===== src/hdl/spobs_pkg.sv =====
// shared types, constants and pair-cost functions for the stem pairing best-select block
package spobs_pkg;

	// base codes and stem geometry
	localparam int CODE_W       = 3;
	localparam int STEM_ONE_N   = 7;
	localparam int STEM_TWO_N   = 3;
	localparam int STEM_THREE_N = 5;
	localparam int STEM_FOUR_N  = 5;
	localparam int STEM_ONE_W   = 2 * STEM_ONE_N * CODE_W;
	localparam int STEM_TWO_W   = 2 * STEM_TWO_N * CODE_W;
	localparam int STEM_THREE_W = 2 * STEM_THREE_N * CODE_W;
	localparam int STEM_FOUR_W  = 2 * STEM_FOUR_N * CODE_W;
	localparam int INTRON_W     = 8;
	localparam int SCORE_W      = 7;
	localparam int COST_W       = 3;

	typedef logic [CODE_W-1:0]     base_t;
	typedef logic [COST_W-1:0]     cost_t;
	typedef logic [SCORE_W-1:0]    score_t;
	typedef logic [INTRON_W-1:0]   intron_t;
	typedef logic [STEM_ONE_W-1:0] stem_word_t;

	localparam base_t BASE_A = 3'd0;
	localparam base_t BASE_C = 3'd1;
	localparam base_t BASE_G = 3'd2;
	localparam base_t BASE_T = 3'd3;

	localparam cost_t COST_PAIR     = 3'd0;
	localparam cost_t COST_WOBBLE   = 3'd1;
	localparam cost_t COST_MISMATCH = 3'd5;

	localparam intron_t INTRON_LIMIT   = 8'd7;
	localparam score_t  INTRON_PENALTY = 7'd2;

	// control of the cluster stage
	typedef struct packed {
		logic valid;
		logic flush;
	} sel_ctrl_t;

	// cost of one base pair; any code above t fails every match
	function automatic cost_t pair_cost(base_t x, base_t y);
		cost_t c;
		if ((x == BASE_A && y == BASE_T) || (x == BASE_T && y == BASE_A) ||
			(x == BASE_C && y == BASE_G) || (x == BASE_G && y == BASE_C)) begin
			c = COST_PAIR;
		end else if ((x == BASE_G && y == BASE_T) || (x == BASE_T && y == BASE_G)) begin
			c = COST_WOBBLE;
		end else begin
			c = COST_MISMATCH;
		end
		return c;
	endfunction

	// cost of one stem of n pairs; five-prime base i pairs with three-prime base n-1-i
	function automatic score_t stem_cost(stem_word_t v, int n);
		score_t sum;
		sum = '0;
		for (int i = 0; i < STEM_ONE_N; i++) begin
			if (i < n) begin
				sum = sum + score_t'(pair_cost(v[CODE_W*i +: CODE_W],
					v[CODE_W*(2*n-1-i) +: CODE_W]));
			end
		end
		return sum;
	endfunction

endpackage


===== src/hdl/spobs_cand_if.sv =====
// candidate record channel
interface spobs_cand_if #(
	parameter int POSITION_BITS  = 31,
	parameter int RECORD_ID_BITS = 16
);
	logic                              valid;
	logic                              ready;
	logic                              flush;
	logic [RECORD_ID_BITS-1:0]         record_id;
	logic [POSITION_BITS-1:0]          interval_start;
	logic [POSITION_BITS-1:0]          interval_end;
	logic [spobs_pkg::STEM_ONE_W-1:0]   stem_one_pair;
	logic [spobs_pkg::STEM_TWO_W-1:0]   stem_two_pair;
	logic [spobs_pkg::STEM_THREE_W-1:0] stem_three_pair;
	logic [spobs_pkg::STEM_FOUR_W-1:0]  stem_four_pair;
	logic [spobs_pkg::INTRON_W-1:0]     intron_length;

	modport source (
		output valid, flush, record_id, interval_start, interval_end,
			stem_one_pair, stem_two_pair, stem_three_pair, stem_four_pair, intron_length,
		input  ready
	);
	modport sink (
		input  valid, flush, record_id, interval_start, interval_end,
			stem_one_pair, stem_two_pair, stem_three_pair, stem_four_pair, intron_length,
		output ready
	);
endinterface


===== src/hdl/spobs_best_if.sv =====
// best record channel
interface spobs_best_if #(
	parameter int POSITION_BITS  = 31,
	parameter int RECORD_ID_BITS = 16
);
	logic                         valid;
	logic                         ready;
	logic [RECORD_ID_BITS-1:0]    best_id;
	logic [spobs_pkg::SCORE_W-1:0] best_score;
	logic [POSITION_BITS-1:0]     best_start;
	logic [POSITION_BITS-1:0]     best_end;

	modport source (
		output valid, best_id, best_score, best_start, best_end,
		input  ready
	);
	modport sink (
		input  valid, best_id, best_score, best_start, best_end,
		output ready
	);
endinterface


===== src/hdl/spobs_score.sv =====
// mismatch score of one candidate: four stem sums plus intron penalty
module spobs_score (
	input  logic [spobs_pkg::STEM_ONE_W-1:0]   stem_one_pair,
	input  logic [spobs_pkg::STEM_TWO_W-1:0]   stem_two_pair,
	input  logic [spobs_pkg::STEM_THREE_W-1:0] stem_three_pair,
	input  logic [spobs_pkg::STEM_FOUR_W-1:0]  stem_four_pair,
	input  spobs_pkg::intron_t                 intron_length,
	output spobs_pkg::score_t                  score
);

	spobs_pkg::score_t one_sum, two_sum, three_sum, four_sum, penalty;

	// per-stem sums, evaluated side by side
	always_comb begin
		one_sum   = spobs_pkg::stem_cost(stem_one_pair, spobs_pkg::STEM_ONE_N);
		two_sum   = spobs_pkg::stem_cost(spobs_pkg::stem_word_t'(stem_two_pair),
			spobs_pkg::STEM_TWO_N);
		three_sum = spobs_pkg::stem_cost(spobs_pkg::stem_word_t'(stem_three_pair),
			spobs_pkg::STEM_THREE_N);
		four_sum  = spobs_pkg::stem_cost(spobs_pkg::stem_word_t'(stem_four_pair),
			spobs_pkg::STEM_FOUR_N);
	end

	// long intron penalty
	assign penalty = (intron_length > spobs_pkg::INTRON_LIMIT) ?
		spobs_pkg::INTRON_PENALTY : '0;

	// final tree, at most 102 so no overflow
	assign score = (one_sum + two_sum) + (three_sum + four_sum) + penalty;

endmodule


===== src/hdl/spobs_select.sv =====
// cluster tracker: holds the best record and decides replace or close
module spobs_select #(
	parameter int POSITION_BITS  = 31,
	parameter int RECORD_ID_BITS = 16
) (
	input  logic                      clk,
	input  logic                      arst_n,
	input  spobs_pkg::sel_ctrl_t      ctrl,
	input  logic                      advance,
	input  logic [RECORD_ID_BITS-1:0] record_id,
	input  logic [POSITION_BITS-1:0]  interval_start,
	input  logic [POSITION_BITS-1:0]  interval_end,
	input  spobs_pkg::score_t         score,
	output logic                      emit,
	output logic [RECORD_ID_BITS-1:0] held_id,
	output spobs_pkg::score_t         held_score,
	output logic [POSITION_BITS-1:0]  held_start,
	output logic [POSITION_BITS-1:0]  held_end
);

	logic                      holding_q;
	logic [RECORD_ID_BITS-1:0] held_id_q;
	spobs_pkg::score_t         held_score_q;
	logic [POSITION_BITS-1:0]  held_start_q;
	logic [POSITION_BITS-1:0]  held_end_q;
	logic                      disjoint;
	logic                      load;

	// overlap test against the held interval
	assign disjoint = (interval_start > held_end_q) || (interval_end < held_start_q);

	// close the cluster on flush or on a disjoint record
	assign emit = ctrl.valid && holding_q && (ctrl.flush || disjoint);

	// new cluster, or strictly better record within the cluster
	assign load = !ctrl.flush && (!holding_q || disjoint || (score < held_score_q));

	// holding flag
	always_ff @(posedge clk or negedge arst_n) begin
		if (!arst_n) begin
			holding_q <= 1'b0;
		end else if (advance) begin
			holding_q <= !ctrl.flush;
		end
	end

	// held record
	always_ff @(posedge clk) begin
		if (advance && load) begin
			held_id_q    <= record_id;
			held_score_q <= score;
			held_start_q <= interval_start;
			held_end_q   <= interval_end;
		end
	end

	assign held_id    = held_id_q;
	assign held_score = held_score_q;
	assign held_start = held_start_q;
	assign held_end   = held_end_q;

endmodule


===== src/hdl/stem_pairing_overlap_best_select_core.sv =====
// top level: input register, scoring, cluster select and result register
//
//  channel | dir | handshake     | payload
//  cand    | in  | valid/ready   | flush, record_id, interval, four stems, intron_length
//  best    | out | valid/ready   | best_id, best_score, best_start, best_end
//
// one request per cycle unless a closing request stalls on a full result register
// the cycle path is the score adder tree feeding the held-score compare
// reset clears the input stage, the holding flag and the result register valid
// when the result register is full and not taken, only a request that closes a
// cluster waits; others still pass and may update the held record
module stem_pairing_overlap_best_select_core #(
	parameter int POSITION_BITS  = 31,
	parameter int RECORD_ID_BITS = 16
) (
	input logic clk,
	input logic arst_n,
	spobs_cand_if.sink   cand,
	spobs_best_if.source best
);

	logic                                 valid_s1;
	logic                                 flush_s1;
	logic [RECORD_ID_BITS-1:0]            id_s1;
	logic [POSITION_BITS-1:0]             start_s1;
	logic [POSITION_BITS-1:0]             end_s1;
	logic [spobs_pkg::STEM_ONE_W-1:0]     stem_one_s1;
	logic [spobs_pkg::STEM_TWO_W-1:0]     stem_two_s1;
	logic [spobs_pkg::STEM_THREE_W-1:0]   stem_three_s1;
	logic [spobs_pkg::STEM_FOUR_W-1:0]    stem_four_s1;
	spobs_pkg::intron_t                   intron_s1;

	spobs_pkg::score_t         score;
	spobs_pkg::sel_ctrl_t      ctrl;
	logic                      emit;
	logic                      advance;
	logic                      accept;
	logic [RECORD_ID_BITS-1:0] held_id;
	spobs_pkg::score_t         held_score;
	logic [POSITION_BITS-1:0]  held_start;
	logic [POSITION_BITS-1:0]  held_end;

	logic                      out_valid_q;
	logic [RECORD_ID_BITS-1:0] out_id_q;
	spobs_pkg::score_t         out_score_q;
	logic [POSITION_BITS-1:0]  out_start_q;
	logic [POSITION_BITS-1:0]  out_end_q;

	// stage 1 moves on unless it must emit into a full result register that is not taken
	assign advance    = valid_s1 && (!emit || !out_valid_q || best.ready);
	assign cand.ready = !valid_s1 || advance;
	assign accept     = cand.valid && cand.ready;

	// input register valid
	always_ff @(posedge clk or negedge arst_n) begin
		if (!arst_n) begin
			valid_s1 <= 1'b0;
		end else if (accept) begin
			valid_s1 <= 1'b1;
		end else if (advance) begin
			valid_s1 <= 1'b0;
		end
	end

	// input register payload
	always_ff @(posedge clk) begin
		if (accept) begin
			flush_s1      <= cand.flush;
			id_s1         <= cand.record_id;
			start_s1      <= cand.interval_start;
			end_s1        <= cand.interval_end;
			stem_one_s1   <= cand.stem_one_pair;
			stem_two_s1   <= cand.stem_two_pair;
			stem_three_s1 <= cand.stem_three_pair;
			stem_four_s1  <= cand.stem_four_pair;
			intron_s1     <= cand.intron_length;
		end
	end

	// scoring
	spobs_score u_score (
		.stem_one_pair   (stem_one_s1),
		.stem_two_pair   (stem_two_s1),
		.stem_three_pair (stem_three_s1),
		.stem_four_pair  (stem_four_s1),
		.intron_length   (intron_s1),
		.score           (score)
	);

	// cluster select
	assign ctrl.valid = valid_s1;
	assign ctrl.flush = flush_s1;

	spobs_select #(
		.POSITION_BITS  (POSITION_BITS),
		.RECORD_ID_BITS (RECORD_ID_BITS)
	) u_select (
		.clk            (clk),
		.arst_n         (arst_n),
		.ctrl           (ctrl),
		.advance        (advance),
		.record_id      (id_s1),
		.interval_start (start_s1),
		.interval_end   (end_s1),
		.score          (score),
		.emit           (emit),
		.held_id        (held_id),
		.held_score     (held_score),
		.held_start     (held_start),
		.held_end       (held_end)
	);

	// result register valid
	always_ff @(posedge clk or negedge arst_n) begin
		if (!arst_n) begin
			out_valid_q <= 1'b0;
		end else if (advance && emit) begin
			out_valid_q <= 1'b1;
		end else if (best.ready) begin
			out_valid_q <= 1'b0;
		end
	end

	// result register payload
	always_ff @(posedge clk) begin
		if (advance && emit) begin
			out_id_q    <= held_id;
			out_score_q <= held_score;
			out_start_q <= held_start;
			out_end_q   <= held_end;
		end
	end

	assign best.valid      = out_valid_q;
	assign best.best_id    = out_id_q;
	assign best.best_score = out_score_q;
	assign best.best_start = out_start_q;
	assign best.best_end   = out_end_q;

endmodule

===== src/flat_wrapper.sv =====
// flat-port wrapper written by rule: the top's interface ports become plain ports
module stem_pairing_overlap_best_select_core_flat 
#(
	parameter int POSITION_BITS  = 31,
	parameter int RECORD_ID_BITS = 16
)
  (clk, arst_n, cand_valid, cand_flush, cand_record_id, cand_interval_start, cand_interval_end, cand_stem_one_pair, cand_stem_two_pair, cand_stem_three_pair, cand_stem_four_pair, cand_intron_length, cand_ready, best_valid, best_best_id, best_best_score, best_best_start, best_best_end, best_ready);
  spobs_cand_if #(.POSITION_BITS(POSITION_BITS), .RECORD_ID_BITS(RECORD_ID_BITS)) cand_i ();
  spobs_best_if #(.POSITION_BITS(POSITION_BITS), .RECORD_ID_BITS(RECORD_ID_BITS)) best_i ();
  input logic clk;
  input logic arst_n;
  input wire logic [$bits(cand_i.valid)-1:0] cand_valid;
  input wire logic [$bits(cand_i.flush)-1:0] cand_flush;
  input wire logic [$bits(cand_i.record_id)-1:0] cand_record_id;
  input wire logic [$bits(cand_i.interval_start)-1:0] cand_interval_start;
  input wire logic [$bits(cand_i.interval_end)-1:0] cand_interval_end;
  input wire logic [$bits(cand_i.stem_one_pair)-1:0] cand_stem_one_pair;
  input wire logic [$bits(cand_i.stem_two_pair)-1:0] cand_stem_two_pair;
  input wire logic [$bits(cand_i.stem_three_pair)-1:0] cand_stem_three_pair;
  input wire logic [$bits(cand_i.stem_four_pair)-1:0] cand_stem_four_pair;
  input wire logic [$bits(cand_i.intron_length)-1:0] cand_intron_length;
  output wire logic [$bits(cand_i.ready)-1:0] cand_ready;
  output wire logic [$bits(best_i.valid)-1:0] best_valid;
  output wire logic [$bits(best_i.best_id)-1:0] best_best_id;
  output wire logic [$bits(best_i.best_score)-1:0] best_best_score;
  output wire logic [$bits(best_i.best_start)-1:0] best_best_start;
  output wire logic [$bits(best_i.best_end)-1:0] best_best_end;
  input wire logic [$bits(best_i.ready)-1:0] best_ready;
  assign cand_i.valid = cand_valid;
  assign cand_i.flush = cand_flush;
  assign cand_i.record_id = cand_record_id;
  assign cand_i.interval_start = cand_interval_start;
  assign cand_i.interval_end = cand_interval_end;
  assign cand_i.stem_one_pair = cand_stem_one_pair;
  assign cand_i.stem_two_pair = cand_stem_two_pair;
  assign cand_i.stem_three_pair = cand_stem_three_pair;
  assign cand_i.stem_four_pair = cand_stem_four_pair;
  assign cand_i.intron_length = cand_intron_length;
  assign cand_ready = cand_i.ready;
  assign best_valid = best_i.valid;
  assign best_best_id = best_i.best_id;
  assign best_best_score = best_i.best_score;
  assign best_best_start = best_i.best_start;
  assign best_best_end = best_i.best_end;
  assign best_i.ready = best_ready;
  stem_pairing_overlap_best_select_core #(.POSITION_BITS(POSITION_BITS), .RECORD_ID_BITS(RECORD_ID_BITS)) u_core (.clk(clk), .arst_n(arst_n), .cand(cand_i), .best(best_i));
endmodule

===== config.mk =====
export PLATFORM = sky130hd
export DESIGN_NAME = stem_pairing_overlap_best_select_core_flat
export DESIGN_NICKNAME = d
export VERILOG_FILES = /design/src/hdl/spobs_pkg.sv /design/src/hdl/spobs_cand_if.sv /design/src/hdl/spobs_best_if.sv /design/src/hdl/spobs_score.sv /design/src/hdl/spobs_select.sv /design/src/hdl/stem_pairing_overlap_best_select_core.sv /design/src/flat_wrapper.sv
export SDC_FILE = /design/constraint.sdc
export NUM_CORES = 1
export LEC_CHECK = 0
export BUFFER_PORTS_ARGS = -buffer_cell sky130_fd_sc_hd__buf_2
export CORE_MARGIN = 10
export CORE_UTILIZATION = 45
export DETAILED_ROUTE_END_ITERATION = 6
export GPL_TIMING_DRIVEN = 0
export PLACE_DENSITY = 0.69
export SYNTH_ARGS = -nofsm -noshare
export SYNTH_HDL_FRONTEND = slang
export SYNTH_SLANG_ARGS = --single-unit

===== constraint.sdc =====
create_clock -name clk -period 53 [get_ports clk]
set_clock_uncertainty 0.2 [all_clocks]
set_input_delay 10.6 -clock clk [delete_from_list [all_inputs] [get_ports clk]]
set_output_delay 10.6 -clock clk [all_outputs]
set_load 0.1 [all_outputs]

==> impl_metrics.csv <==
group,metric,value,unit
status,status,"completed",
worst_setup_path,endpoint_kind,"primary output",
route,drtAntennaViolNets,0,
worst_setup_path,crit_path_max_fanout,7,
logic_synthesis,netlist_area,15000,µm²
sta,rsz0062_at_grt,"false",
sta,period_needed,22400,ps
route,post_drt_wl_per_cell,18.3,µm
cells_and_area,area_delta_synth_final,24.1,%
worst_setup_path,critPathKind,"in2out",
placed_design,gp_congestion,0.767,
cts,cts_tree,"built",
logic_synthesis,ys_seq_area_share,75.5,%
logic_synthesis,yosys.area.top_type,"edfxtp_1",
cts,cts_hold_buf,0,
logic_synthesis,ys_ff_latch,377,
cells_and_area,layout-drive-gt1-share,29.8,%
grt,grt_pass1_vias,8729,
route,first_iter_violations,363,
floorplan,num_io_pins,298,
floorplan,num_rows,66,
cells_and_area,final_common_cell,"edfxtp_1",
route,vias_per_cell,4.75,
sta,fin_crit_sh,42.3,%
floorplan,die_h,202,µm
cells_and_area,final_cell_mix,"edfxtp_1 (374), buf_2 (294), inv_1 (120), ha_1 (84), clkbuf_16 (40)",
cts,clockRootBuffer,"clkbuf_16",
pwr,ir_worst_vdd,0.0324,mV
floorplan,fp.dieArea,41000,µm²
pwr,cellLeakagePower,7.50,nW
worst_setup_path,start_kind,"input pin",
logic_synthesis,ys.flop_type,"edfxtp_1",
worst_setup_path,crit_arrival,11600,ps
sta,finalHoldViolCount,0,
hold_path,hold_path_class,"reg2reg",
grt,grt_overflow_total,0,
sta,relSlewSlack,42.7,%
cts,cts_sinks,377,
sta,timing.setup.tns,0,ps
cts,cts_setup_buffers,0,
placed_design,dp_hpwl,23700,µm
sta,maxSlewViolCount,0,
sta,clock.fmax,44.6,MHz
logic_synthesis,synth_edf_count,374,
logic_synthesis,syn_nets,1184,
placed_design,port_buffers,294,
logic_synthesis,synthCells,854,
grt,grt_first_pass_wirelength,47700,µm
logic_synthesis,synth_top_area_share,75.0,%
logic_synthesis,synth_async_sr_flop_share,0.796,%
cts,cts.repair.resized,0,
grt,grt_max_degree,53,
cells_and_area,nets,1534,
sta,tightest_slew,857,ps
job,max_cap_violations,0,
sta,setup_violations,0,
pwr,powerDensity,48.6,nW/µm²
route,wl,30600,µm
route,drc,0,
floorplan,die_w,202,µm
logic_synthesis,ys_warn_count,0,
route,drtPass1Iterations,4,
cts,clock_latency,540,ps
cts,cts-buffers-inserted,39,
floorplan,core_area,32700,µm²
route,via_count,7966,
floorplan,initial_core_util,45.8,%
logic_synthesis,syn_area_per_cell,17.5,µm²
logic_synthesis,yosys.cell_types.count,42,
cells_and_area,nFillCells,2563,
grt,grt_use_total,14.8,%
worst_setup_path,required,42200,ps
cts,h-tree-depth,2,
cells_and_area,design_area,18600,µm²
cts,clockBufferDepth,3,
grt,antenna_found_initial,2,
placed_design,placed_cell_area,17400,µm²
logic_synthesis,synth_top_cells_by_area,"edfxtp_1 (75%), ha_1 (7.0%), fa_1 (4.7%)",
cts,clkTransAtPathRegs,60,ps
## logic make-up (layout without fill, tap and decap cells)
group	Yosys count	in the layout	synth area share [%]
other	0	3	0
and+or+nand+nor	105	105	3.38
AOI/OAI and AO/OA	88	88	3.75
DFF	377	377	75.5
adders and majority gates	119	119	11.7
xor gates and xnor gates	45	45	2.63
buffers and inverters	120	497	3.01
## final cells by class
type | count | area (µm²) | area share [%]
Clock buffer | 51 | 1040 | 5.61
Tap cell | 442 | 553 | 2.98
Inverter | 120 | 450 | 2.43
Multi-Input combinational cell | 357 | 3240 | 17.4
Clock inverter | 17 | 173 | 0.930
Antenna cell | 3 | 7.51 | 0.0404
Timing Repair Buffer | 309 | 1800 | 9.71
Sequential cell | 377 | 11300 | 60.9
## state kept, by name (all words and copies together), names as in the netlist, 5 cells and up
name / cells
u_core.best.best_end: 31
u_core.best.best_id: 16
u_core.best.best_score: 7
u_core.best.best_start: 31
u_core.end_s1: 31
u_core.id_s1: 16
u_core.intron_s1: 5
u_core.start_s1: 31
u_core.stem_four_s1: 30
u_core.stem_one_s1: 42
u_core.stem_three_s1: 30
u_core.stem_two_s1: 18
u_core.u_select.held_end: 31
u_core.u_select.held_id: 16
u_core.u_select.held_score: 7
u_core.u_select.held_start: 31
## Yosys cell counts, types with 2 or more instances
library cell / number
edfxtp_1: 374
inv_1: 120
ha_1: 84
fa_1: 35
nand2_1: 31
xnor2_1: 31
a21oi_1: 28
o21ai_0: 24
nor2_1: 19
nor3_1: 19
xor2_1: 14
a21o_1: 13
nand4_1: 9
nand3_1: 8
or3_1: 4
dfrtp_1: 3
nand2b_1: 3
nor4_1: 3
o21a_1: 3
o21bai_1: 3
a211o_1: 2
a21oi_2: 2
and4_1: 2
o31ai_1: 2
## layer usage
layer | global-route usage [%] | up-vias | share of wire [%]
met5 | 0 | - | 0
li1 | - | 3826 | -
met1 | 18.1 | 3828 | 41
met4 | 4.93 | 0 | 2.4
met2 | 25.0 | 266 | 49
met3 | 4.08 | 46 | 7.0
## critical path: stages
cell,delay (ps)
buf_2,100
nor2b_1,460
nand2_1,110
buf_2,320
## where the power goes
| part | total [mW] | internal (mW) | switching (mW) |
|---|---|---|---|
| Sequential | 0.389 | 0.377 | 0.0127 |
| Combinational | 0.253 | 0.0894 | 0.164 |
| Clock | 0.260 | 0.153 | 0.107 |
## final timing paths
check,depth (start not counted),endpoint,start,slack (ps)
worst max register to register,25,u_core.u_select.held_start[0],u_core.stem_one_s1[3],45280
worst max-delay path,4,cand_ready,best_ready,30600
max in group asynchronous,1,u_core.best.valid,arst_n,42820
worst min-delay path,0,u_core.u_select.held_id[15],u_core.id_s1[15],220
min in group asynchronous,1,u_core.valid_s1,arst_n,9660
worst min register to register,0,u_core.u_select.held_id[15],u_core.id_s1[15],220
## per-stage QoR
stage,utilization [%],worst slack (ps),hold WS (ps),power (mW),instances
2_1_floorplan,-,26420,200,0.591,854
3_3_place_gp,52.0,19970,200,0.649,1590
3_5_place_dp,53.1,30570,206,0.654,1605
4_1_cts,56.8,30570,219,0.917,1673
5_1_grt,56.8,30430,218,0.960,1675
6_report,56.8,30600,218,0.902,1676
(Power assumes the default switching activity.)
